File: config.mk
export PLATFORM = sky130hd
export DESIGN_NAME = gbt_ram
export DESIGN_NICKNAME = d
export VERILOG_FILES = /design/src/rtl/group_barrier_table_defines.svh /design/src/rtl/gbt_ram.sv
export SDC_FILE = /design/constraint.sdc
export NUM_CORES = 1
export LEC_CHECK = 0
export CELL_PAD_IN_SITES_DETAIL_PLACEMENT = 1
export CELL_PAD_IN_SITES_GLOBAL_PLACEMENT = 2
export CORE_MARGIN = 5
export CORE_UTILIZATION = 25
export CTS_CLUSTER_SIZE = 12
export DETAILED_ROUTE_END_ITERATION = 8
export DONT_BUFFER_PORTS = 1
export PLACE_DENSITY = 0.47
export SLEW_MARGIN = 30
export SYNTH_ARGS = -nofsm -noshare
export SYNTH_HDL_FRONTEND = slang
export SYNTH_SLANG_ARGS = --single-unit
File: constraint.sdc
create_clock -name clock -period 5.9 [get_ports clock]
set_clock_uncertainty 0.1 [all_clocks]
set_input_delay 0.885 -clock clock [delete_from_list [all_inputs] [get_ports clock]]
set_output_delay 0.885 -clock clock [all_outputs]
set_load 0.02 [all_outputs]
File: src/rtl/group_barrier_table_defines.svh
// group_barrier_table_defines.svh: assertion macros for the barrier table.
// Used by group_barrier_table.sv; depends on nothing.
`ifndef GROUP_BARRIER_TABLE_DEFINES_SVH
`define GROUP_BARRIER_TABLE_DEFINES_SVH
// implication checked every clock, quiet during reset
`define GBT_ASSERT_IMPL(label, clk, rst, ante, cons, msg) \
   label: assert property (@(posedge clk) disable iff (rst) (ante) |-> (cons)) \
      else $error(msg);
// next-cycle implication
`define GBT_ASSERT_NEXT(label, clk, rst, ante, cons, msg) \
   label: assert property (@(posedge clk) disable iff (rst) (ante) |=> (cons)) \
      else $error(msg);
`endif

File: src/rtl/gbt_ram.sv
// gbt_ram: generic single-write, single-read RAM with registered read data.
// Used by group_barrier_table; depends on nothing.
`default_nettype none
module gbt_ram #(
   parameter int WIDTH = 8,
   parameter int DEPTH = 16
) (
   input  wire logic                     clock,
   input  wire logic                     wr_en,
   input  wire logic [$clog2(DEPTH)-1:0] wr_addr,
   input  wire logic [WIDTH-1:0]         wr_data,
   input  wire logic [$clog2(DEPTH)-1:0] rd_addr,
   output logic      [WIDTH-1:0]         rd_data
);
   logic [WIDTH-1:0] mem [DEPTH];

   always_ff @(posedge clock) begin
      if (wr_en) begin
         mem[wr_addr] <= wr_data;
      end
      rd_data <= mem[rd_addr];
   end
endmodule
`default_nettype wire
==> flow_metrics.tcl <==
set metrics [dict create \
    firstDrtPassIters 5 \
    finalPower_mw 2.161 \
    wl_met2_mm 5.619 \
    core_area_mm2 0.02023 \
    critPathLaunchType "primary input" \
    cts.sinks 136 \
    final_cells 524 \
    nets 259 \
    finalCriticalPeriod_ns 2.063 \
    drive_gt1_share_pct 21.65 \
    grt_overflow 0 \
    finalHoldViolCount 0 \
    setup_viol 0 \
    highest_layer "met4" \
    gr-usage-all-layers_pct 10.46 \
    htree_levels 4 \
    grt_first_pass_wirelength_mm 17.01 \
    clk-insertion-delay-late_ns 0.43 \
    status "complete, no violations" \
    crit_type "in -> reg" \
    ys_seq_area_share_pct 77.78 \
    ctsHoldBuffers 0 \
    crit_arrival_ns 2.02 \
    row_count 52 \
    fin_tns_setup_ns 0 \
    final-max-slew-violation-count 0 \
    timing.final.crit_share_pct 34.97 \
    dieWidth_um 153.5 \
    syn_area_per_cell_um2 22.48 \
    drt_iter0_markers 134 \
    final_common_cell "edfxtp_1" \
    cts_buffers 17 \
    synth-seq-cells 136 \
    p_sw_uw 497.0 \
    hp-class "in -> reg" \
    leakage_nw 1.884 \
    finalWirelength_mm 11.82 \
    antenna_found_initial 0 \
    dieArea_mm2 0.02356 \
    ir_worst_vdd_mv 0.1873 \
    power_frac_comb_pct 2.8 \
    pwr-share-seq_pct 50.7 \
    cp_max_fo 8 \
    max_freq_ghz 0.4847 \
    gp_congestion 0.6864 \
    end_kind "register" \
    critPathMaxStageDelay_ns 0.63 \
    grt_max_degree 33 \
    sw_frac_of_total_pct 23.00 \
    syn2layout_area_growth_pct 16.24 \
    final_cell_mix "edfxtp_1, mux4_2, clkbuf_16, a22oi_1, mux4_1" \
    relSlewSlack_pct 43.03 \
    crit_chain "or3b_2, nor2_1" \
    tightest_slew_ns 0.8514 \
    wl_met3_um 486 \
    path_clk_slew_ns 0.06 \
    syn_nets 247 \
    antenna_cells 0 \
    first_global_vias 2443 \
    p_per_area_mw_per_mm2 361.2 \
    cts_setup_buffers 0 \
    worstPathRequired_ns 5.86 \
    drcViolationCount 0 \
    cap_violations 0 \
    ios 26 \
    syn_inst 229 \
    crit_buf_inv 0 \
    hpwl_mm 7.320 \
    fp.dieH_um 153.5 \
    drtAntennaViolNets 0 \
    p_int_mw 1.664 \
    port_buffers 0 \
    clkPwrFrac_pct 46.5 \
    start_util_pct 25.44 \
    wire_per_inst_um 22.56 \
    cts_root_buf "clkbuf_16" \
    cts-resized-gates 0 \
    cts_tree "done" \
    yosys.area.top_type "edfxtp_1" \
    ys.warnings.count 0 \
    cpLargestDelayFamily "simple AND/OR/NAND/NOR gates" \
    via_per_inst 4.372 \
    place_inst 492 \
    cts_buffer_depth 2 \
    rsz0062_at_grt "false" \
    synth_top_area_share_pct 74.67 \
    synth.area.top_cells "edfxtp_1, mux4_2, mux4_1" \
    vias 2291 \
    ys_types 19 \
    wl_met1_mm 5.495 \
    cp_slowest_cell "nor2_1" \
    netlist_area_mm2 0.005147 \
]
cells in the mapped netlist (all sizes together):
| library cell | number |
|---|---|
| nand3b | 2 |
| edfxtp | 128 |
| nand2 | 9 |
| or3b | 1 |
| nand3 | 1 |
| nor2b | 1 |
| nand2b | 2 |
| buf | 7 |
| dfxtp | 8 |
| clkdlybuf4s25 | 3 |
| mux4 | 32 |
| nor2 | 13 |
| a22oi | 16 |
| and2 | 1 |
| nor3 | 4 |
| and2b | 1 |
sequential cells by signal, summed over array words and instances (netlist names):
name,flops
rd_data,8
mem,128
metrics by stage:
step / cell area, um2 / util (%) / hold slack [ns] / setup slack (ns)
5_1_grt: 5983 / 29.57 / 0.4199 / 3.807
6_report: 5983 / 29.57 / 0.4494 / 3.837
4_1_cts: 5983 / 29.57 / 0.4263 / 3.806
2_1_floorplan: 5147 / - / 0.5293 / 3.422
3_3_place_gp: 5421 / 26.79 / 0.5645 / 3.342
3_5_place_dp: 5426 / 26.82 / 0.5716 / 3.345
final timing paths:
path,from,endpoint,slack (ns),depth (start not counted)
worst min-delay path,wr_data[4],mem[2][4],0.45,0
worst max register to register,mem[3][3],rd_data[3],4.24,3
worst max-delay path,wr_addr[2],mem[1][4],3.84,2
worst min register to register,mem[14][7],rd_data[7],0.58,3
power by group through the flow:
stage | Clock, mW | Combinational [mW] | Sequential (mW)
after floorplan | 0 | 0.0548 | 1.11
after global placement | 0 | 0.0635 | 1.12
after detailed placement | 0 | 0.0630 | 1.12
after CTS | 1.03 | 0.0633 | 1.10
after global routing | 1.08 | 0.0654 | 1.10
final | 1.01 | 0.0614 | 1.09
final cells by class:
cell class | instances | area [um2]
clock inverter | 15 | 131.4
multi-input combinational | 83 | 1062
fill | 2046 | 14250
sequential | 136 | 4004
tap | 270 | 337.8
clock buffer | 17 | 425.4
timing repair buffer | 3 | 22.52
metal layers:
layer  GRT usage [%]  vias to the layer above
li1                -                     1002
met1           13.64                     1223
met2           15.98                       50
met3           3.232                       16
met4           4.920                        0
met5               0                        -
cells by family after synthesis:
family	after synthesis	share of synthesized area (%)
flops	136	77.78
simple gates	35	3.184
mux	32	15.02
compound gates	16	2.334
buf+inv	10	1.677
No activity file was read; power rests on OpenSTA's default activity.
